--- src/hw/rtl/sra_pkg.sv ---
// ----------------------------------------------------------------------------
// sra_pkg
// Shared types, codes and frame word helpers for the SPI register access master
// ----------------------------------------------------------------------------
`default_nettype none

package sra_pkg;

  localparam int unsigned FRAME_BITS_DEF = 16;
  localparam int unsigned WORD_BITS      = 16;

  // configuration register reset values
  localparam logic [15:0] HALF_PERIOD_RST = 16'd5;
  localparam logic [15:0] SETTLE_RST      = 16'd10;

  // configuration register indexes
  localparam logic CFG_HALF_PERIOD = 1'b0;
  localparam logic CFG_SETTLE      = 1'b1;

  // request modes
  localparam logic [1:0] MODE_TICK  = 2'd0;
  localparam logic [1:0] MODE_WRITE = 2'd1;
  localparam logic [1:0] MODE_READ  = 2'd2;

  // targets
  localparam logic DEV_ADC = 1'b0;
  localparam logic DEV_DAC = 1'b1;

  // fixed frame words of the adc readout sequence, and the dac read flag
  localparam logic [15:0] ADC_RDOUT_EN  = 16'h0001;
  localparam logic [15:0] ADC_RDOUT_DIS = 16'h0000;
  localparam logic [15:0] DAC_READ_FLAG = 16'h8000;

  typedef struct packed {
    logic [1:0] mode;
    logic       device;
    logic [7:0] addr;
    logic [7:0] wdata;
    logic       adc_sdo;
    logic       dac_sdo;
  } req_t;

  typedef struct packed {
    logic [15:0] half_period_ticks;
    logic [15:0] settle_ticks;
  } cfg_t;

  typedef struct packed {
    logic       sclk;
    logic       mosi;
    logic       adc_sel_n;
    logic       dac_sel_n;
    logic       busy_res;
    logic       done_res;
    logic [7:0] read_data;
  } res_t;

  // first word of a request
  function automatic logic [15:0] first_word(input logic dev, input logic rd,
                                             input logic [7:0] a, input logic [7:0] wd);
    logic [15:0] w;
    if (dev == DEV_DAC) begin
      if (rd) w = DAC_READ_FLAG | {3'b000, a[4:0], 8'h00};
      else    w = {3'b000, a[4:0], wd};
    end else begin
      if (rd) w = ADC_RDOUT_EN;
      else    w = {a, wd};
    end
    return w;
  endfunction

  // frames of the three-frame adc read
  function automatic logic [15:0] adc_read_word(input logic [1:0] idx, input logic [7:0] a);
    logic [15:0] w;
    if (idx == 2'd0)      w = ADC_RDOUT_EN;
    else if (idx == 2'd1) w = {a, 8'h00};
    else                  w = ADC_RDOUT_DIS;
    return w;
  endfunction

endpackage

`default_nettype wire

--- src/hw/rtl/sra_seq.sv ---
// ----------------------------------------------------------------------------
// sra_seq
// Pin sequencer: one tick per step, frame phases, bit shifting and sampling
// ----------------------------------------------------------------------------
`default_nettype none

module sra_seq
  import sra_pkg::*;
#(
  parameter int unsigned FRAME_BITS = FRAME_BITS_DEF
) (
  input  wire  clk,
  input  wire  rst_n,
  input  wire  step,
  input  req_t req,
  input  cfg_t cfg,
  output res_t res
);

  localparam int unsigned BW = $clog2(FRAME_BITS + 1);

  typedef enum logic [2:0] {
    PH_IDLE, PH_PRE, PH_SETUP, PH_BITA, PH_BITB, PH_HOLD, PH_SETTLE
  } phase_t;

  phase_t        phase_r,     phase_nxt;
  logic [15:0]   tick_r,      tick_nxt;
  logic [BW-1:0] bit_cnt_r,   bit_cnt_nxt;
  logic [15:0]   tx_r,        tx_nxt;
  logic [7:0]    rx_r,        rx_nxt;
  logic [1:0]    frame_r,     frame_nxt;
  logic          dev_r,       dev_nxt;
  logic          read_r,      read_nxt;
  logic [7:0]    addr_r,      addr_nxt;
  logic [7:0]    last_read_r, last_read_nxt;

  always_comb begin
    logic        cpol;
    logic [15:0] dur;
    logic [16:0] tick_inc;
    logic [5:0]  bit_ext;
    logic        sdo;
    logic        next_frame;
    logic        fin;

    phase_nxt     = phase_r;
    tick_nxt      = tick_r;
    bit_cnt_nxt   = bit_cnt_r;
    tx_nxt        = tx_r;
    rx_nxt        = rx_r;
    frame_nxt     = frame_r;
    dev_nxt       = dev_r;
    read_nxt      = read_r;
    addr_nxt      = addr_r;
    last_read_nxt = last_read_r;
    fin           = 1'b0;
    next_frame    = 1'b0;
    cpol          = 1'b0;
    dur           = 16'd1;
    tick_inc      = 17'd0;
    bit_ext       = 6'd0;
    sdo           = 1'b0;
    res           = '0;
    res.adc_sel_n = 1'b1;
    res.dac_sel_n = 1'b1;

    // request start when idle
    if (phase_r == PH_IDLE && (req.mode == MODE_WRITE || req.mode == MODE_READ)) begin
      dev_nxt     = req.device;
      read_nxt    = (req.mode == MODE_READ);
      addr_nxt    = req.addr;
      frame_nxt   = 2'd0;
      tx_nxt      = first_word(req.device, (req.mode == MODE_READ), req.addr, req.wdata);
      rx_nxt      = 8'h00;
      bit_cnt_nxt = '0;
      tick_nxt    = 16'd0;
      phase_nxt   = PH_PRE;
    end

    if (phase_nxt != PH_IDLE) begin
      res.busy_res = 1'b1;
      cpol         = (dev_nxt == DEV_ADC);
      unique case (phase_nxt)
        PH_PRE: begin
          res.sclk = cpol;
        end
        PH_SETUP: begin
          res.sclk      = cpol;
          res.adc_sel_n = dev_nxt;
          res.dac_sel_n = ~dev_nxt;
        end
        PH_BITA: begin
          res.sclk      = cpol;
          res.mosi      = tx_nxt[15];
          res.adc_sel_n = dev_nxt;
          res.dac_sel_n = ~dev_nxt;
        end
        PH_BITB: begin
          res.sclk      = ~cpol;
          res.mosi      = tx_nxt[15];
          res.adc_sel_n = dev_nxt;
          res.dac_sel_n = ~dev_nxt;
        end
        PH_HOLD: begin
          res.sclk = cpol;
        end
        default: ;
      endcase

      if (phase_nxt == PH_SETTLE)              dur = cfg.settle_ticks;
      else if (cfg.half_period_ticks == 16'd0) dur = 16'd1;
      else                                     dur = cfg.half_period_ticks;

      tick_inc = {1'b0, tick_nxt} + 17'd1;
      if (tick_inc >= {1'b0, dur}) begin
        tick_nxt = 16'd0;
        unique case (phase_nxt)
          PH_PRE:   phase_nxt = PH_SETUP;
          PH_SETUP: phase_nxt = PH_BITA;
          PH_BITA:  phase_nxt = PH_BITB;
          PH_BITB: begin
            sdo     = (dev_nxt == DEV_DAC) ? req.dac_sdo : req.adc_sdo;
            bit_ext = 6'(bit_cnt_nxt);
            // frame bits 8 to 15 make up the data byte, msb first
            if (bit_ext[5:3] == 3'b001) rx_nxt[~bit_ext[2:0]] = sdo;
            tx_nxt      = {tx_nxt[14:0], 1'b0};
            bit_cnt_nxt = bit_cnt_nxt + 1'b1;
            if (bit_cnt_nxt >= BW'(FRAME_BITS)) begin
              if (read_nxt && (dev_nxt == DEV_DAC || frame_nxt == 2'd1))
                last_read_nxt = rx_nxt;
              phase_nxt = PH_HOLD;
            end else begin
              phase_nxt = PH_BITA;
            end
          end
          PH_HOLD: begin
            if (dev_nxt == DEV_ADC && read_nxt && frame_nxt != 2'd1 &&
                cfg.settle_ticks != 16'd0)
              phase_nxt = PH_SETTLE;
            else
              next_frame = 1'b1;
          end
          default: next_frame = 1'b1;
        endcase

        if (next_frame) begin
          if (dev_nxt == DEV_ADC && read_nxt && frame_nxt < 2'd2) begin
            frame_nxt   = frame_nxt + 2'd1;
            tx_nxt      = adc_read_word(frame_nxt, addr_nxt);
            rx_nxt      = 8'h00;
            bit_cnt_nxt = '0;
            phase_nxt   = PH_PRE;
          end else begin
            phase_nxt = PH_IDLE;
            fin       = 1'b1;
          end
        end
      end else begin
        tick_nxt = tick_inc[15:0];
      end
    end

    res.done_res  = fin;
    res.read_data = last_read_nxt;
  end

  always_ff @(posedge clk) begin
    if (!rst_n) begin
      phase_r     <= PH_IDLE;
      tick_r      <= 16'd0;
      bit_cnt_r   <= '0;
      tx_r        <= 16'd0;
      rx_r        <= 8'h00;
      frame_r     <= 2'd0;
      dev_r       <= 1'b0;
      read_r      <= 1'b0;
      addr_r      <= 8'h00;
      last_read_r <= 8'h00;
    end else if (step) begin
      phase_r     <= phase_nxt;
      tick_r      <= tick_nxt;
      bit_cnt_r   <= bit_cnt_nxt;
      tx_r        <= tx_nxt;
      rx_r        <= rx_nxt;
      frame_r     <= frame_nxt;
      dev_r       <= dev_nxt;
      read_r      <= read_nxt;
      addr_r      <= addr_nxt;
      last_read_r <= last_read_nxt;
    end
  end

  a_cs_exclusive: assert property (@(posedge clk) disable iff (!rst_n)
    step |-> (res.adc_sel_n || res.dac_sel_n))
    else $error("both chip selects asserted");

  a_done_busy: assert property (@(posedge clk) disable iff (!rst_n)
    (step && res.done_res) |=> (phase_r == PH_IDLE))
    else $error("request finished but sequencer not idle");

  a_idle_tick: assert property (@(posedge clk) disable iff (!rst_n)
    (phase_r == PH_IDLE) |-> (tick_r == 16'd0))
    else $error("tick counter not cleared while idle");

  a_bit_range: assert property (@(posedge clk) disable iff (!rst_n)
    bit_cnt_r <= BW'(FRAME_BITS))
    else $error("bit counter beyond frame length");

endmodule

`default_nettype wire

--- src/hw/rtl/spi_register_access_master.sv ---
// ----------------------------------------------------------------------------
// spi_register_access_master
// SPI master for register access to an ADC (mode 2) and a DAC (mode 0)
// ----------------------------------------------------------------------------
//
//   channel | ports              | carries
//   --------+--------------------+-----------------------------------------
//   in      | in_tvalid/tready   | one sequencer tick with request and pins
//   out     | out_tvalid/tready  | pin levels and status for that tick
//   cfg     | cfg_wr_en/addr     | half period and settle gap registers
//
// every input transfer is one tick of the pin sequencer and yields exactly
// one output transfer; a tick is worked out in the cycle it is accepted and
// sits in the output register from the next cycle on
// a new tick is taken every cycle while the output register is empty or is
// being drained, so the rate is one transfer per cycle
// a stall on the output side holds the result and stops input transfers
// synchronous active-low reset returns the sequencer to idle and loads the
// register defaults (half period 5, settle 10)
//
`default_nettype none

module spi_register_access_master
  import sra_pkg::*;
#(
  parameter int unsigned FRAME_BITS = FRAME_BITS_DEF
) (
  input  wire         clk,
  input  wire         rst_n,
  // input stream
  input  wire         in_tvalid,
  output logic        in_tready,
  input  wire  [23:0] in_tdata,   // mode[1:0] device[2] addr[10:3] wdata[18:11]
                                  // adc_sdo[19] dac_sdo[20], zero fill above
  // result stream
  output logic        out_tvalid,
  input  wire         out_tready,
  output logic [15:0] out_tdata,  // sclk[0] mosi[1] adc_sel_n[2] dac_sel_n[3]
                                  // busy_res[4] done_res[5] read_data[13:6]
  // configuration writes
  input  wire         cfg_wr_en,
  input  wire         cfg_addr,
  input  wire  [15:0] cfg_wdata
);

  cfg_t cfg_r;
  req_t req;
  res_t res;
  res_t out_res_r;
  logic out_valid_r;
  logic in_xfer;

  // unpack the input transfer
  assign req.mode    = in_tdata[1:0];
  assign req.device  = in_tdata[2];
  assign req.addr    = in_tdata[10:3];
  assign req.wdata   = in_tdata[18:11];
  assign req.adc_sdo = in_tdata[19];
  assign req.dac_sdo = in_tdata[20];

  // output register frees up when drained in the same cycle
  assign in_tready = !out_valid_r || out_tready;
  assign in_xfer   = in_tvalid && in_tready;

  // configuration registers; the user is to write them only while the sequencer is quiet, the block does not enforce it
  always_ff @(posedge clk) begin
    if (!rst_n) begin
      cfg_r.half_period_ticks <= HALF_PERIOD_RST;
      cfg_r.settle_ticks      <= SETTLE_RST;
    end else if (cfg_wr_en) begin
      unique case (cfg_addr)
        CFG_HALF_PERIOD: cfg_r.half_period_ticks <= cfg_wdata;
        CFG_SETTLE:      cfg_r.settle_ticks      <= cfg_wdata;
        default: ;
      endcase
    end
  end

  sra_seq #(
    .FRAME_BITS (FRAME_BITS)
  ) u_seq (
    .clk   (clk),
    .rst_n (rst_n),
    .step  (in_xfer),
    .req   (req),
    .cfg   (cfg_r),
    .res   (res)
  );

  // result register
  always_ff @(posedge clk) begin
    if (!rst_n) begin
      out_valid_r <= 1'b0;
    end else if (in_xfer) begin
      out_valid_r <= 1'b1;
    end else if (out_tready) begin
      out_valid_r <= 1'b0;
    end
  end

  always_ff @(posedge clk) begin
    if (in_xfer) begin
      out_res_r <= res;
    end
  end

  assign out_tvalid = out_valid_r;
  assign out_tdata  = {2'b00, out_res_r.read_data, out_res_r.done_res, out_res_r.busy_res,
                       out_res_r.dac_sel_n, out_res_r.adc_sel_n, out_res_r.mosi,
                       out_res_r.sclk};

endmodule

`default_nettype wire
--- config.mk ---
export PLATFORM = sky130hd
export DESIGN_NAME = spi_register_access_master
export DESIGN_NICKNAME = d
export VERILOG_FILES = /design/src/hw/rtl/sra_pkg.sv /design/src/hw/rtl/sra_seq.sv /design/src/hw/rtl/spi_register_access_master.sv
export SDC_FILE = /design/constraint.sdc
export NUM_CORES = 1
export LEC_CHECK = 0
export ABC_CLOCK_PERIOD_IN_PS = 9500
export BUFFER_PORTS_ARGS = -buffer_cell sky130_fd_sc_hd__buf_2
export CORE_UTILIZATION = 35
export DETAILED_ROUTE_END_ITERATION = 10
export GPL_ROUTABILITY_DRIVEN = 0
export SLEW_MARGIN = 20
export SYNTH_ARGS = -nofsm -noshare
export SYNTH_HDL_FRONTEND = slang
export SYNTH_SLANG_ARGS = --single-unit
--- constraint.sdc ---
create_clock -name clk -period 9.5 [get_ports clk]
set_input_delay 0.475 -clock clk [delete_from_list [all_inputs] [get_ports clk]]
set_output_delay 0.475 -clock clk [all_outputs]
set_load 0.03 [all_outputs]
==> metrics.yaml <==
power:
  ir_drop_mv: 0.133
  p_leak_nw: 2.89
  powerDensity_nw_per_um2: 176
drt:
  num_vias: 5826
  wl_per_cell_um: 15.3
  route.detailed.drc: 0
  drtPass1Iterations: 5
  vias_per_cell: 5.38
  antenna_left: 0
  initialDrtViolationCount: 379
  wirelength_um: 16500
clock_tree:
  cts-root-buf: "clkbuf_16"
  cts_num_sinks: 115
  clock_latency_ps: 420
  cts_resized: 0
  htree_levels: 4
  clk_pin_slew_worst_paths_ps: 60
  cts_tree: "yes"
  cts_buffer_depth: 2
  postCtsSetupRepairBufs: 0
  cts_buffers: 17
  cts_hold_buf: 0
sta:
  worst_pin_slew_ps: 921
  setup_viol: 0
  whs_ps: 292
  finalCriticalPeriod_ps: 5420
  rsz0062_at_grt: "no"
  clock_skew_ps: 9.39
  maxSlewViolCount: 0
  setup_slack_ps: 4080
  fmax_ghz: 0.184
  fin_crit_sh: 0.571
  hold_violations: 0
  fin_setup_tns_ps: 0
  slew_headroom: 0.383
setup_path:
  required_ps: 9670
  critPathCaptureType: "register"
  worst-path-max-fanout: 43
  start_kind: "register"
  setup.worst_path.class: "reg2reg"
  critPathArrivalTime_ps: 5590
die:
  ios: 64
  core_region_area_sq_um: 18000
  fp.dieH_um: 137
  die_w_um: 137
  start_util: 0.356
  die_area_sq_um: 18800
  rows: 49
global_route:
  grt_pass1_vias: 5546
  grt-ovfl-total: 0
  grt_max_degree: 69
  grt_pass1_wl_um: 27800
  antenna_found_initial: 0
  grtUsageTotal: 0.189
logic_synthesis:
  synth_ff_type: "dfxtp_1"
  syn_avg_cell_area_sq_um: 7.85
  synthDistinctLibCells: 62
  synth_cells: 815
  ys_seq_area_frac: 0.382
  ys_ff_latch: 115
  synth_area_sq_um: 6400
  synthArstFlopShare: 0
  yosys_warnings: 0
  synth_edf_count: 14
place:
  dp_hpwl_um: 10800
  pre_cts_slack_ps: 3990
  placed_cells: 1051
  port_buffers: 58
  dpl-instance-area_sq_um: 6800
layout:
  n_antenna_cell: 0
  instances_no_fill: 1083
  fin_area_sq_um: 7370
  area_growth_pct: 15.2
  drive_gt1_frac: 0.137
  nNetsFinal: 909
min_path:
  min_path_type: "in2reg"
status:
  status: "complete, no violations"
flow_run:
  max_cap_violations: 0
registers in the layout, indices dropped and copies added (netlist names):
| signal | flops |
|---|---|
| cfg_r | 32 |
| u_seq.tick_r | 16 |
| u_seq.tx_r | 16 |
| out_tdata | 14 |
| u_seq.addr_r | 8 |
| u_seq.last_read_r | 8 |
| u_seq.rx_r | 8 |
| u_seq.bit_cnt_r | 5 |
| u_seq.phase_r | 3 |
| u_seq.frame_r | 2 |
| out_tvalid | 1 |
| u_seq.dev_r | 1 |
| u_seq.read_r | 1 |
logic make-up (layout without fill, tap and decap cells):
group,count (synthesis),in the layout,share of synthesized area
compound gates,210,210,0.204
xor+xnor,15,15,0.0205
fa+ha+maj,22,22,0.0430
buf+inv,79,117,0.0499
flops,115,115,0.382
mux,35,35,0.0612
other cells,1,2,0.000586
simple gates,338,338,0.239
worst paths after layout:
kind | startpoint | endpoint | slack, ps | cells after the start
max | u_seq.phase_r[2] | out_tdata[10] | 4080 | 12
min | cfg_wdata[1] | cfg_r[1] | 290 | 3
max reg2reg | u_seq.phase_r[2] | out_tdata[10] | 4080 | 12
min reg2reg | u_seq.last_read_r[6] | u_seq.last_read_r[6] | 450 | 2
synth_stat cells (all sizes together), types with 2 or more instances:
cell	n	area, sq um
a2111oi	2	17.5
a211oi	3	22.5
a21o	3	22.5
a21oi	87	435
a22oi	8	60.1
a2bb2oi	2	17.5
a31oi	10	62.6
a32oi	5	43.8
a41oi	4	35.0
and2	6	37.5
and3	8	50.1
buf	15	78.8
clkbuf	44	165
dfxtp	101	2020
edfxtp	14	420
ha	22	275
inv	19	71.3
mux2	9	131
mux2i	26	260
nand2	160	601
nand2b	9	56.3
nand3	37	185
nand4	8	50.1
nor2	62	233
nor2b	4	25.0
nor3	19	105
nor4	13	96.3
o211a	4	40.0
o211ai	2	15.0
o21ai	40	200
o21bai	3	22.5
o221ai	8	70.1
o22a	5	43.8
o22ai	8	50.1
o311a	6	60.1
o32ai	2	17.5
or3	7	48.8
or4	3	26.3
xnor2	10	87.6
xor2	5	43.8
layer usage:
layer	global-route usage	vias to the layer above	part of all wire
li1	-	2978	-
met1	0.248	2721	0.49
met2	0.304	111	0.46
met3	0.0430	16	0.035
met4	0.0659	0	0.014
met5	0	-	0
per-stage QoR:
stage	util	total power [W]
after floorplan	-	0.000640
after global placement	0.379	0.000686
after detailed placement	0.379	0.000688
after CTS	0.410	0.00131
after global routing	0.410	0.00135
final	0.410	0.00130
cell usage in the layout, fill, tap and decap left out, types with 9 or more instances in the layout:
| master | n |
|---|---|
| mux2i_1 | 26 |
| clkbuf_16 | 17 |
| edfxtp_1 | 14 |
| dfxtp_1 | 101 |
| nor4_1 | 11 |
| inv_1 | 18 |
| a31oi_1 | 10 |
| ha_1 | 22 |
| buf_2 | 58 |
| nor3_1 | 16 |
| o21ai_0 | 37 |
| nand2_1 | 160 |
| a21oi_1 | 87 |
| nand2b_1 | 9 |
| nor2_1 | 62 |
| xnor2_1 | 10 |
| nand3_1 | 37 |
worst max-delay path, cell delays in order, from the launching register on:
cell and delay [ps]:
dfxtp_1 810, or4_1 280, buf_4 440, nand4_1 380, or3_1 410, a21oi_1 250, ha_1 290, nand4_1 130
nor3_1 60, a2111oi_0 560, o211a_2 650, or3_1 550, mux2_4 350
final cells by class:
| cell class | instances | area (sq um) |
|---|---|---|
| Timing Repair Buffer | 65 | 343 |
| Multi-Input combinational cell | 622 | 3660 |
| Tap cell | 229 | 287 |
| Clock buffer | 18 | 429 |
| Clock inverter | 14 | 140 |
| Inverter | 20 | 75.1 |
| Fill cell | 1870 | 10600 |
| Sequential cell | 115 | 2440 |
power by group:
group          leakage [nW]  total, W  switching [W]  internal (W)
sequential            0.955  0.000525      0.0000140      0.000511
clock                 0.269  0.000618       0.000235      0.000383
combinational          1.66  0.000153       0.000103     0.0000493
total                  2.89   0.00130       0.000353      0.000944
Note: power is estimated with default switching activity, not from simulation.
